==> config.mk <==
export PLATFORM = sky130hd
export DESIGN_NAME = framed_stream_deframer_core
export DESIGN_NICKNAME = d
export VERILOG_FILES = /design/src/rtl/fsd_pkg.sv /design/src/rtl/fsd_in_stage.sv /design/src/rtl/fsd_parser.sv /design/src/rtl/fsd_out_stage.sv /design/src/rtl/framed_stream_deframer_core.sv
export SDC_FILE = /design/constraint.sdc
export NUM_CORES = 1
export LEC_CHECK = 0
export ABC_CLOCK_PERIOD_IN_PS = 13600
export BUFFER_PORTS_ARGS = -buffer_cell sky130_fd_sc_hd__buf_2
export CAP_MARGIN = 20
export CORE_UTILIZATION = 65
export CTS_BUF_LIST = sky130_fd_sc_hd__clkbuf_8 sky130_fd_sc_hd__clkbuf_16
export DETAILED_ROUTE_END_ITERATION = 8
export HOLD_SLACK_MARGIN = 0.1
export PLACE_DENSITY = 0.85
export SLEW_MARGIN = 30
export SYNTH_ARGS = -nofsm -noshare
export SYNTH_HDL_FRONTEND = slang
export SYNTH_SLANG_ARGS = --single-unit
==> constraint.sdc <==
create_clock -name clock -period 13.6 [get_ports clock]
set_input_delay 1.36 -clock clock [delete_from_list [all_inputs] [get_ports clock]]
set_output_delay 1.36 -clock clock [all_outputs]
set_load 0.01 [all_outputs]
==> src/rtl/fsd_pkg.sv <==
// Shared types, constants and functions of the framed stream deframer.
// Holds the item and result structs, status codes and the CRC-32C byte step.
// Depends on nothing.
package fsd_pkg;

   localparam int DataWidth     = 8;
   localparam int SizeWidth     = 24;
   localparam int CrcWidth      = 32;
   localparam int StatusWidth   = 4;
   localparam int RspDataWidth  = 48;

   localparam logic [CrcWidth-1:0]  CrcPolyRefl = 32'h82F6_3B78;
   localparam logic [CrcWidth-1:0]  CrcAllOnes  = 32'hFFFF_FFFF;
   localparam logic [CrcWidth-1:0]  CrcMaskAdd  = 32'hA282_EAD8;
   localparam logic [SizeWidth-1:0] MaxBlockSizeReset = 24'd65536;
   localparam logic [SizeWidth-1:0] IdentSize   = 24'd6;
   localparam logic [SizeWidth-1:0] CheckSize   = 24'd4;

   localparam logic [7:0] KindCompressed   = 8'h00;
   localparam logic [7:0] KindUncompressed = 8'h01;
   localparam logic [7:0] LastUnskippable  = 8'h7F;
   localparam logic [7:0] KindIdent        = 8'hFF;

   localparam logic [StatusWidth-1:0] StOk        = 4'd0;
   localparam logic [StatusWidth-1:0] StBadIdent  = 4'd1;
   localparam logic [StatusWidth-1:0] StIdentLen  = 4'd2;
   localparam logic [StatusWidth-1:0] StMagic     = 4'd3;
   localparam logic [StatusWidth-1:0] StShort     = 4'd4;
   localparam logic [StatusWidth-1:0] StLarge     = 4'd5;
   localparam logic [StatusWidth-1:0] StChecksum  = 4'd6;
   localparam logic [StatusWidth-1:0] StReserved  = 4'd7;
   localparam logic [StatusWidth-1:0] StEarlyEnd  = 4'd8;
   localparam logic [StatusWidth-1:0] StCleanEnd  = 4'd9;

   typedef struct packed {
      logic                 op;
      logic [DataWidth-1:0] data_byte;
   } item_type;

   typedef struct packed {
      logic                   has_byte;
      logic [DataWidth-1:0]   out_byte;
      logic                   compressed_payload;
      logic                   chunk_end;
      logic [StatusWidth-1:0] status;
      logic [CrcWidth-1:0]    expected_checksum;
   } result_type;

   function automatic logic [CrcWidth-1:0] crc_byte(input logic [CrcWidth-1:0] crc,
                                                    input logic [DataWidth-1:0] b);
      logic [CrcWidth-1:0] c;
      c = crc ^ {24'd0, b};
      for (int i = 0; i < 8; i++) begin
         c = c[0] ? ((c >> 1) ^ CrcPolyRefl) : (c >> 1);
      end
      return c;
   endfunction

   function automatic logic [CrcWidth-1:0] masked_final(input logic [CrcWidth-1:0] crc);
      logic [CrcWidth-1:0] c;
      c = crc ^ CrcAllOnes;
      return {c[14:0], c[31:15]} + CrcMaskAdd;
   endfunction

   function automatic logic [DataWidth-1:0] magic_char(input logic [2:0] pos);
      logic [DataWidth-1:0] ch;
      unique case (pos)
         3'd0: ch = 8'h73;
         3'd1: ch = 8'h4E;
         3'd2: ch = 8'h61;
         3'd3: ch = 8'h50;
         3'd4: ch = 8'h70;
         3'd5: ch = 8'h59;
         default: ch = 8'h00;
      endcase
      return ch;
   endfunction

endpackage

==> src/rtl/fsd_in_stage.sv <==
// Input register of the deframer: holds one accepted stream transfer.
// Uses the item type from fsd_pkg.
module fsd_in_stage (
   input  logic              clock,
   input  logic              reset,
   input  logic              req_tvalid,
   output logic              req_tready,
   input  logic              req_tuser,   // op
   input  logic [7:0]        req_tdata,   // data_byte
   input  logic              take,
   output logic              item_valid,
   output fsd_pkg::item_type item
);
   import fsd_pkg::*;

   logic     valid_ff, valid_in;
   item_type item_ff, item_in;
   logic     accept;

   assign req_tready = !valid_ff || take;
   assign accept     = req_tvalid && req_tready;

   always_comb begin
      valid_in = valid_ff;
      item_in  = item_ff;
      if (accept) begin
         valid_in = 1'b1;
         item_in  = '{op: req_tuser, data_byte: req_tdata};
      end else if (take) begin
         valid_in = 1'b0;
      end
   end

   always_ff @(posedge clock) begin
      if (reset) begin
         valid_ff <= 1'b0;
      end else begin
         valid_ff <= valid_in;
      end
      item_ff <= item_in;
   end

   assign item_valid = valid_ff;
   assign item       = item_ff;

endmodule

==> src/rtl/fsd_parser.sv <==
// Chunk parser of the deframer: header assembly, length checks, payload
// forwarding and CRC-32C checking for one byte per step. Uses fsd_pkg.
module fsd_parser (
   input  logic                clock,
   input  logic                reset,
   input  logic                csr_wr_en,
   input  logic [23:0]         csr_wr_data,
   input  logic                step_en,
   input  fsd_pkg::item_type   item,
   output logic                res_valid,
   output fsd_pkg::result_type res
);
   import fsd_pkg::*;

   localparam logic [1:0] PhStreamHdr = 2'd0;
   localparam logic [1:0] PhChunkHdr  = 2'd1;
   localparam logic [1:0] PhChunkBody = 2'd2;
   localparam logic [1:0] PhError     = 2'd3;

   logic [1:0]           phase_ff, phase_in;
   logic [1:0]           hdr_idx_ff, hdr_idx_in;
   logic [7:0]           kind_ff, kind_in;
   logic [SizeWidth-1:0] size_ff, size_in;
   logic [SizeWidth-1:0] count_ff, count_in;
   logic [CrcWidth-1:0]  stored_ff, stored_in;
   logic [CrcWidth-1:0]  crc_ff, crc_in;
   logic                 magic_ff, magic_in;
   logic [SizeWidth-1:0] max_size_ff;

   logic [DataWidth-1:0] b;
   logic [SizeWidth-1:0] hdr_size;
   logic                 hdr_done;
   logic [SizeWidth-1:0] count_next;
   logic                 last;
   logic                 is_data;
   logic                 comp;
   logic                 body_has;
   logic [CrcWidth-1:0]  stored_new;
   logic [CrcWidth-1:0]  crc_new;
   logic                 sum_bad;

   assign b = item.data_byte;

   always_comb begin
      hdr_size = size_ff;
      unique case (hdr_idx_ff)
         2'd0: hdr_size = '0;
         2'd1: hdr_size = {size_ff[23:8], b};
         2'd2: hdr_size = {size_ff[23:16], b, size_ff[7:0]};
         2'd3: hdr_size = {b, size_ff[15:0]};
      endcase
   end
   assign hdr_done = (hdr_idx_ff == 2'd3);

   assign count_next = count_ff + 24'd1;
   assign last       = (count_next == size_ff);
   assign is_data    = (kind_ff == KindCompressed) || (kind_ff == KindUncompressed);
   assign comp       = (kind_ff == KindCompressed);
   assign body_has   = (count_ff >= CheckSize);

   always_comb begin
      stored_new = stored_ff;
      if (!body_has) begin
         unique case (count_ff[1:0])
            2'd0: stored_new[7:0]   = b;
            2'd1: stored_new[15:8]  = b;
            2'd2: stored_new[23:16] = b;
            2'd3: stored_new[31:24] = b;
         endcase
      end
   end
   assign crc_new = (body_has && !comp) ? crc_byte(crc_ff, b) : crc_ff;
   assign sum_bad = !comp && (masked_final(crc_new) != stored_new);

   always_comb begin
      phase_in   = phase_ff;
      hdr_idx_in = hdr_idx_ff;
      kind_in    = kind_ff;
      size_in    = size_ff;
      count_in   = count_ff;
      stored_in  = stored_ff;
      crc_in     = crc_ff;
      magic_in   = magic_ff;
      res_valid  = 1'b0;
      res        = '0;
      if (item.op) begin
         if (phase_ff != PhError) begin
            res_valid     = 1'b1;
            res.chunk_end = 1'b1;
            res.status    = (phase_ff == PhChunkHdr && hdr_idx_ff == 2'd0) ? StCleanEnd
                                                                           : StEarlyEnd;
         end
         phase_in   = PhStreamHdr;
         hdr_idx_in = '0;
         kind_in    = '0;
         size_in    = '0;
         count_in   = '0;
         stored_in  = '0;
         crc_in     = CrcAllOnes;
         magic_in   = 1'b1;
      end else begin
         unique case (phase_ff)
            PhStreamHdr, PhChunkHdr: begin
               size_in = hdr_size;
               if (hdr_idx_ff == 2'd0) begin
                  kind_in    = b;
                  hdr_idx_in = 2'd1;
               end else if (!hdr_done) begin
                  hdr_idx_in = hdr_idx_ff + 2'd1;
               end else begin
                  hdr_idx_in = 2'd0;
                  count_in   = '0;
                  stored_in  = '0;
                  crc_in     = CrcAllOnes;
                  magic_in   = 1'b1;
                  phase_in   = PhChunkBody;
                  res.chunk_end = 1'b1;
                  priority if (phase_ff == PhStreamHdr && kind_ff != KindIdent) begin
                     res_valid = 1'b1;
                     res.status = StBadIdent;
                  end else if (kind_ff == KindIdent) begin
                     if (hdr_size != IdentSize) begin
                        res_valid = 1'b1;
                        res.status = StIdentLen;
                     end
                  end else if (kind_ff == KindCompressed || kind_ff == KindUncompressed) begin
                     if (hdr_size < CheckSize) begin
                        res_valid = 1'b1;
                        res.status = StShort;
                     end else if (kind_ff == KindUncompressed &&
                                  (hdr_size - CheckSize) > max_size_ff) begin
                        res_valid = 1'b1;
                        res.status = StLarge;
                     end
                  end else if (kind_ff <= LastUnskippable) begin
                     res_valid = 1'b1;
                     res.status = StReserved;
                  end else if (hdr_size == '0) begin
                     phase_in = PhChunkHdr;
                  end else begin
                     phase_in = PhChunkBody;
                  end
                  if (res_valid) begin
                     phase_in  = PhError;
                     count_in  = count_ff;
                     stored_in = stored_ff;
                     crc_in    = crc_ff;
                     magic_in  = magic_ff;
                  end else begin
                     res.chunk_end = 1'b0;
                  end
               end
            end
            PhChunkBody: begin
               count_in = count_next;
               if (kind_ff == KindIdent) begin
                  if (count_ff >= IdentSize || magic_char(count_ff[2:0]) != b) begin
                     magic_in = 1'b0;
                  end
                  if (last) begin
                     if (!magic_in) begin
                        res_valid     = 1'b1;
                        res.chunk_end = 1'b1;
                        res.status    = StMagic;
                        phase_in      = PhError;
                     end else begin
                        phase_in = PhChunkHdr;
                     end
                  end
               end else if (is_data) begin
                  stored_in = stored_new;
                  crc_in    = crc_new;
                  res.compressed_payload = comp;
                  if (body_has) begin
                     res_valid    = 1'b1;
                     res.has_byte = 1'b1;
                     res.out_byte = b;
                  end
                  if (last) begin
                     res_valid             = 1'b1;
                     res.chunk_end         = 1'b1;
                     res.expected_checksum = stored_new;
                     res.status            = sum_bad ? StChecksum : StOk;
                     phase_in              = sum_bad ? PhError : PhChunkHdr;
                  end
               end else if (last) begin
                  phase_in = PhChunkHdr;
               end
            end
            PhError: begin
               phase_in = PhError;
            end
         endcase
      end
   end

   always_ff @(posedge clock) begin
      if (reset) begin
         phase_ff    <= PhStreamHdr;
         hdr_idx_ff  <= '0;
         kind_ff     <= '0;
         size_ff     <= '0;
         count_ff    <= '0;
         stored_ff   <= '0;
         crc_ff      <= CrcAllOnes;
         magic_ff    <= 1'b1;
         max_size_ff <= MaxBlockSizeReset;
      end else begin
         if (step_en) begin
            phase_ff   <= phase_in;
            hdr_idx_ff <= hdr_idx_in;
            kind_ff    <= kind_in;
            size_ff    <= size_in;
            count_ff   <= count_in;
            stored_ff  <= stored_in;
            crc_ff     <= crc_in;
            magic_ff   <= magic_in;
         end
         if (csr_wr_en) begin
            max_size_ff <= csr_wr_data;
         end
      end
   end

   a_error_sticks: assert property (@(posedge clock) disable iff (reset)
      step_en && !item.op && res_valid && res.chunk_end && res.status != StOk
      |=> phase_ff == PhError)
      else $error("error transfer did not enter the error phase");

   a_eos_clears: assert property (@(posedge clock) disable iff (reset)
      step_en && item.op
      |=> phase_ff == PhStreamHdr && hdr_idx_ff == 2'd0 && crc_ff == CrcAllOnes)
      else $error("end of stream did not restore the parser");

   a_byte_in_body: assert property (@(posedge clock) disable iff (reset)
      step_en && res_valid && res.has_byte |-> phase_ff == PhChunkBody && is_data)
      else $error("payload byte forwarded outside a data chunk body");

   a_error_silent: assert property (@(posedge clock) disable iff (reset)
      step_en && !item.op && phase_ff == PhError |-> !res_valid)
      else $error("result produced in the error phase");

endmodule

==> src/rtl/fsd_out_stage.sv <==
// Result register of the deframer: holds one result until the sink takes it.
// Uses the result type from fsd_pkg.
module fsd_out_stage (
   input  logic                clock,
   input  logic                reset,
   input  logic                load,
   input  fsd_pkg::result_type res,
   output logic                out_ready,
   output logic                rsp_tvalid,
   input  logic                rsp_tready,
   output logic [1:0]          rsp_tuser,  // has_byte, compressed_payload
   output logic [47:0]         rsp_tdata,  // out_byte, status, expected_checksum, zero fill
   output logic                rsp_tlast   // chunk_end
);
   import fsd_pkg::*;

   logic       valid_ff, valid_in;
   result_type res_ff, res_in;

   assign out_ready = !valid_ff || rsp_tready;

   always_comb begin
      valid_in = valid_ff;
      res_in   = res_ff;
      if (load) begin
         valid_in = 1'b1;
         res_in   = res;
      end else if (rsp_tready) begin
         valid_in = 1'b0;
      end
   end

   always_ff @(posedge clock) begin
      if (reset) begin
         valid_ff <= 1'b0;
      end else begin
         valid_ff <= valid_in;
      end
      res_ff <= res_in;
   end

   assign rsp_tvalid = valid_ff;
   assign rsp_tuser  = {res_ff.compressed_payload, res_ff.has_byte};
   assign rsp_tdata  = {4'd0, res_ff.expected_checksum, res_ff.status, res_ff.out_byte};
   assign rsp_tlast  = res_ff.chunk_end;

endmodule

==> src/rtl/framed_stream_deframer_core.sv <==
// Framed stream deframer: input register, chunk parser and result register.
// Depends on fsd_pkg, fsd_in_stage, fsd_parser and fsd_out_stage.
// Items pass the input register, then the parser; results go to the result register.
// Throughput is one item per cycle unless the result register is full and rsp is stalled.
// Synchronous reset clears both stages and the parser and sets max_block_size to 65536.
module framed_stream_deframer_core (
   input  logic        clock,
   input  logic        reset,
   input  logic        csr_wr_en,
   input  logic [23:0] csr_wr_data,
   input  logic        req_tvalid,
   output logic        req_tready,
   input  logic        req_tuser,   // op
   input  logic [7:0]  req_tdata,   // data_byte
   output logic        rsp_tvalid,
   input  logic        rsp_tready,
   output logic [1:0]  rsp_tuser,   // has_byte, compressed_payload
   output logic [47:0] rsp_tdata,   // out_byte, status, expected_checksum, zero fill
   output logic        rsp_tlast    // chunk_end
);
   import fsd_pkg::*;

   item_type   item;
   result_type res;
   logic       item_valid;
   logic       out_ready;
   logic       step_en;
   logic       res_valid;

   assign step_en = item_valid && out_ready;

   fsd_in_stage u_in_stage (
      .clock      (clock),
      .reset      (reset),
      .req_tvalid (req_tvalid),
      .req_tready (req_tready),
      .req_tuser  (req_tuser),
      .req_tdata  (req_tdata),
      .take       (out_ready),
      .item_valid (item_valid),
      .item       (item)
   );

   fsd_parser u_parser (
      .clock       (clock),
      .reset       (reset),
      .csr_wr_en   (csr_wr_en),
      .csr_wr_data (csr_wr_data),
      .step_en     (step_en),
      .item        (item),
      .res_valid   (res_valid),
      .res         (res)
   );

   fsd_out_stage u_out_stage (
      .clock      (clock),
      .reset      (reset),
      .load       (step_en && res_valid),
      .res        (res),
      .out_ready  (out_ready),
      .rsp_tvalid (rsp_tvalid),
      .rsp_tready (rsp_tready),
      .rsp_tuser  (rsp_tuser),
      .rsp_tdata  (rsp_tdata),
      .rsp_tlast  (rsp_tlast)
   );

endmodule

==> flow_summary.rst <==
.. list-table::
   :header-rows: 1

   * - Metric
     - Value
   * - Area enclosed by the die boundary
     - 0.0228 mm2
   * - CTS Hold Buffers Added
     - 0
   * - Adder and majority gate portion of the synthesized area
     - 3.12%
   * - Crit. End Element
     - register
   * - Height of the die
     - 151 um
   * - Basic-gate share of the synthesized area counting and, or, nand and nor cells
     - 20.5%
   * - Total inserted antenna cells
     - 0
   * - Multiplexer fraction of the synthesized cell area
     - 5.91%
   * - Wire length per cell
     - 22.9 um
   * - Kind of start point of the critical path
     - register
   * - Hold slack
     - 474 ps
   * - Pre-antenna DRT Iters
     - 6
   * - Number of buffers created by CTS
     - 24
   * - Largest net degree at the start of global routing
     - 76
   * - RSZ-0062 raised after global routing
     - false
   * - Net total in the final layout
     - 1794
   * - Number of flops mapped to enable cells by yosys
     - 56
   * - Total routed wirelength
     - 46200 um
   * - Fraction of synthesized cell area taken by the top area cell type
     - 20.9%
   * - Overall overflow remaining after global route
     - 0
   * - Post-synthesis instance area
     - 0.0145 mm2
   * - Area after detailed placement
     - 0.0151 mm2
   * - Drt first-iter violations
     - 1479
   * - Last weighted congestion value of the routability-driven placer
     - 1.03
   * - Proportion of synthesized flip-flops having asynchronous set or reset
     - 0%
   * - Class of the most critical hold timing path
     - reg2reg
   * - Startpoint-to-endpoint class of the critical path
     - reg2reg
   * - Critical Path AT
     - 7810 ps
   * - Most frequently used cell type in the post-synthesis netlist
     - sky130_fd_sc_hd__nor2_1
   * - Sum of negative setup slack
     - 0 ps
   * - Highest Clock Rate
     - 136 MHz
   * - Total power density per cell area
     - 96.9 mW/mm2
   * - Required time of the worst setup path
     - 14070 ps
   * - Synth Area in Compound Gates
     - 18.4%
   * - Final ANT Viol Nets
     - 0
   * - Initial antenna violation count
     - 0
   * - Sum of met3 wire segment lengths after detailed routing
     - 4630 um
   * - Top post-synthesis cells by area
     - sky130_fd_sc_hd__dfxtp_1 (21%), sky130_fd_sc_hd__edfxtp_1 (12%), sky130_fd_sc_hd__xnor2_1 (6.4%)
   * - CP max stage delay
     - 650 ps
   * - Count of yosys warnings during synthesis
     - 0
   * - Cell Chain, Critical Path
     - inv_1 > ha_1 > or2_2 > a22oi_1 > nor2_1 > nor4_1 > nor3b_1 > and2_1 > nand2_1 > xnor2_1 > ha_1 > a21o_1 > a21o_1 > a21o_1 > a21o_1 > a21o_1 > a21o_1 > a221oi_1 > o311ai_0 > a211oi_2 > o221ai_4 > buf_4 > o21ai_1 > o32a_1
   * - Period utilisation layout
     - 54.0%
   * - Max-slew headroom
     - 29.1%
   * - Deepest clock path buffer count
     - 3
   * - Most numerous cell on the critical path
     - sky130_fd_sc_hd__a21o_1
   * - Leakage power
     - 6.27 nW
   * - Core ar.
     - 0.0218 mm2
   * - Crit Path Max Fanout
     - 37
   * - Number of core rows
     - 54
   * - Number of global-route vias before repair
     - 12700
   * - Initial Utilization
     - 66.3%
   * - Cell with the largest stage delay on the worst path
     - sky130_fd_sc_hd__o21ai_1
   * - Latest clock arrival within the worst-skew pair
     - 530 ps
   * - Mean area per synthesized cell
     - 8.58 um2
   * - Max Used Layer
     - met4
   * - Post-route cell area
     - 0.0159 mm2
   * - CTS H-tree depth
     - 1
   * - Die width
     - 151 um
   * - Share of synthesized area occupied by flip-flops and latches
     - 32.5%
   * - Clock slew at the register clock pins of the worst setup and hold paths
     - 60 ps
   * - Met1 wire length
     - 16900 um
   * - MaxCap Viol Count
     - 0
   * - HPWL reported at the end of detailed placement
     - 33900 um
   * - Vias per cell
     - 6.73
   * - Wire length of the first global-routing pass
     - 70500 um
   * - Number of clock sinks seen by CTS
     - 207
   * - Largest family of logic cells by synthesized area
     - simple AND/OR/NAND/NOR gates
   * - Global Route Usage Sum
     - 40.6%
   * - Run status
     - finished clean
   * - Cells after Synth
     - 1686
   * - Number of library cell types mapped by synthesis
     - 88
   * - Library cell occupying the most area in the post-synthesis netlist
     - sky130_fd_sc_hd__dfxtp_1
   * - Final critical delay including setup and external delays
     - 7340 ps
   * - Clk root buf
     - sky130_fd_sc_hd__clkbuf_16
   * - IO buf count
     - 86
   * - Growth of design area from synthesis to finish
     - 9.99%
   * - Clock tree from TritonCTS
     - yes
   * - Hold Vio Cnt, Final
     - 0
   * - Routed wire length on met2
     - 21300 um
   * - Slew of the pin with the lowest slew margin
     - 1050 ps
   * - Setup-violating endpoint count in the final report
     - 0
   * - Final Max Tran Viols
     - 0
   * - Main flop type after synthesis
     - sky130_fd_sc_hd__dfxtp_1
   * - Seq cells post-synth
     - 207
   * - Number of setup buffers added after CTS
     - 0
   * - Most used standard cells in the synthesized netlist
     - sky130_fd_sc_hd__nor2_1 (234), sky130_fd_sc_hd__dfxtp_1 (151), sky130_fd_sc_hd__nand2_1 (117), sky130_fd_sc_hd__xnor2_1 (105), sky130_fd_sc_hd__a21oi_1 (87)
   * - XOR/XNOR Fraction of Synth Area
     - 15.1%
   * - Setup clock skew after layout
     - 18.5 ps
   * - Top-Level Pins
     - 91
   * - Layout fillers
     - 1706
   * - Post-layout power
     - 0.00154 W
   * - DR vias
     - 13600
   * - Detailed-route DRC error count
     - 0
   * - Worst IR drop on VDD
     - 0.000101 V
   * - Post-cts sizing count
     - 0
   * - Share of cells above drive strength 1
     - 12.3%
==> cell usage in the layout (no fill, tap or decap), types with 20 or more instances in the layout <==
cell type                     n
sky130_fd_sc_hd__buf_4       27
sky130_fd_sc_hd__or3_1       20
sky130_fd_sc_hd__nor4_1      23
sky130_fd_sc_hd__clkbuf_16   25
sky130_fd_sc_hd__a21oi_1     85
sky130_fd_sc_hd__ha_1        35
sky130_fd_sc_hd__nor2_1     234
sky130_fd_sc_hd__inv_1       54
sky130_fd_sc_hd__o21ai_0     79
sky130_fd_sc_hd__mux2i_1     82
sky130_fd_sc_hd__and2_1      20
sky130_fd_sc_hd__xnor3_1     23
sky130_fd_sc_hd__edfxtp_1    56
sky130_fd_sc_hd__nand3_1     39
sky130_fd_sc_hd__nand2_1    117
sky130_fd_sc_hd__xor2_1      37
sky130_fd_sc_hd__nor3_1      41
sky130_fd_sc_hd__nand4_1     24
sky130_fd_sc_hd__xnor2_1    105
sky130_fd_sc_hd__buf_2       85
sky130_fd_sc_hd__dfxtp_1    151
sky130_fd_sc_hd__a22oi_1     83
==> report_power, final <==
group	leakage (nW)	switching, W	total [W]	internal, W
logic	4.12	0.000135	0.000221	0.0000857
clock network	0.406	0.000272	0.000669	0.000397
registers	1.75	0.00000723	0.000651	0.000643
total	6.27	0.000415	0.00154	0.00113
==> kinds of logic after synthesis <==
family                   Yosys count
other                              1
AO/OA/AOI/OAI                    394
buffers and inverters            159
adder cells (fa/ha/maj)           36
flip-flops                       207
AND/OR/NAND/NOR                  619
XOR/XNOR                         185
multiplexers                      85
==> cell type report <==
type | instances | area [um2] | area share [%]
Multi-Input combinational cell | 1323 | 9210 | 57.9
Tap cell | 280 | 350 | 2.20
Clock buffer | 26 | 639 | 4.02
Clock inverter | 18 | 175 | 1.10
Inverter | 52 | 195 | 1.23
Sequential cell | 207 | 4700 | 29.6
Timing Repair Buffer | 112 | 628 | 3.95
==> sequential cells by signal (all words and copies together) (netlist names) <==
name,count
u_parser.phase_ff,2
u_parser.max_size_ff,24
u_parser.magic_ff,1
u_in_stage.item_valid,1
u_out_stage.rsp_tuser,2
u_parser.size_ff,24
u_parser.count_ff,24
u_out_stage.rsp_tlast,1
u_parser.hdr_idx_ff,2
u_out_stage.rsp_tdata,44
u_parser.crc_ff,32
u_in_stage.item,9
u_parser.stored_ff,32
u_parser.kind_ff,8
u_out_stage.rsp_tvalid,1
==> metal layers <==
layer	vias to the layer above	global-route usage [%]
met4	0	27.0
met3	235	7.26
met2	848	66.6
met5	-	0
li1	6127	-
met1	6365	48.7
==> final timing paths <==
path / from / to / slack, ps / cells past startpoint
min reg2reg: u_parser.stored_ff[5] / u_parser.stored_ff[5] / 470 / 2
max reg2reg: u_parser.hdr_idx_ff[1] / u_parser.crc_ff[22] / 6260 / 24
min: u_parser.stored_ff[5] / u_parser.stored_ff[5] / 470 / 2
max: u_parser.hdr_idx_ff[1] / u_parser.crc_ff[22] / 6260 / 24
==> critical path, delay by kind of cell, from the launching register on <==
family	cells	cell delay [ps]
AO/OA/AOI/OAI	13	3710
XOR/XNOR	1	140
adder cells (fa/ha/maj)	2	640
buffers and inverters	2	380
flip-flops	1	380
AND/OR/NAND/NOR	6	1990
==> per-stage QoR <==
step | setup slack [ps] | instances | util (%)
5_1_grt | 5860 | 2018 | 72.9
6_report | 6260 | 2018 | 72.9
3_3_place_gp | 6270 | 1974 | 69.0
2_1_floorplan | 6250 | 1689 | -
3_5_place_dp | 6400 | 1974 | 69.1
4_1_cts | 6310 | 2018 | 72.8
Note: power is estimated with default switching activity, not from simulation.
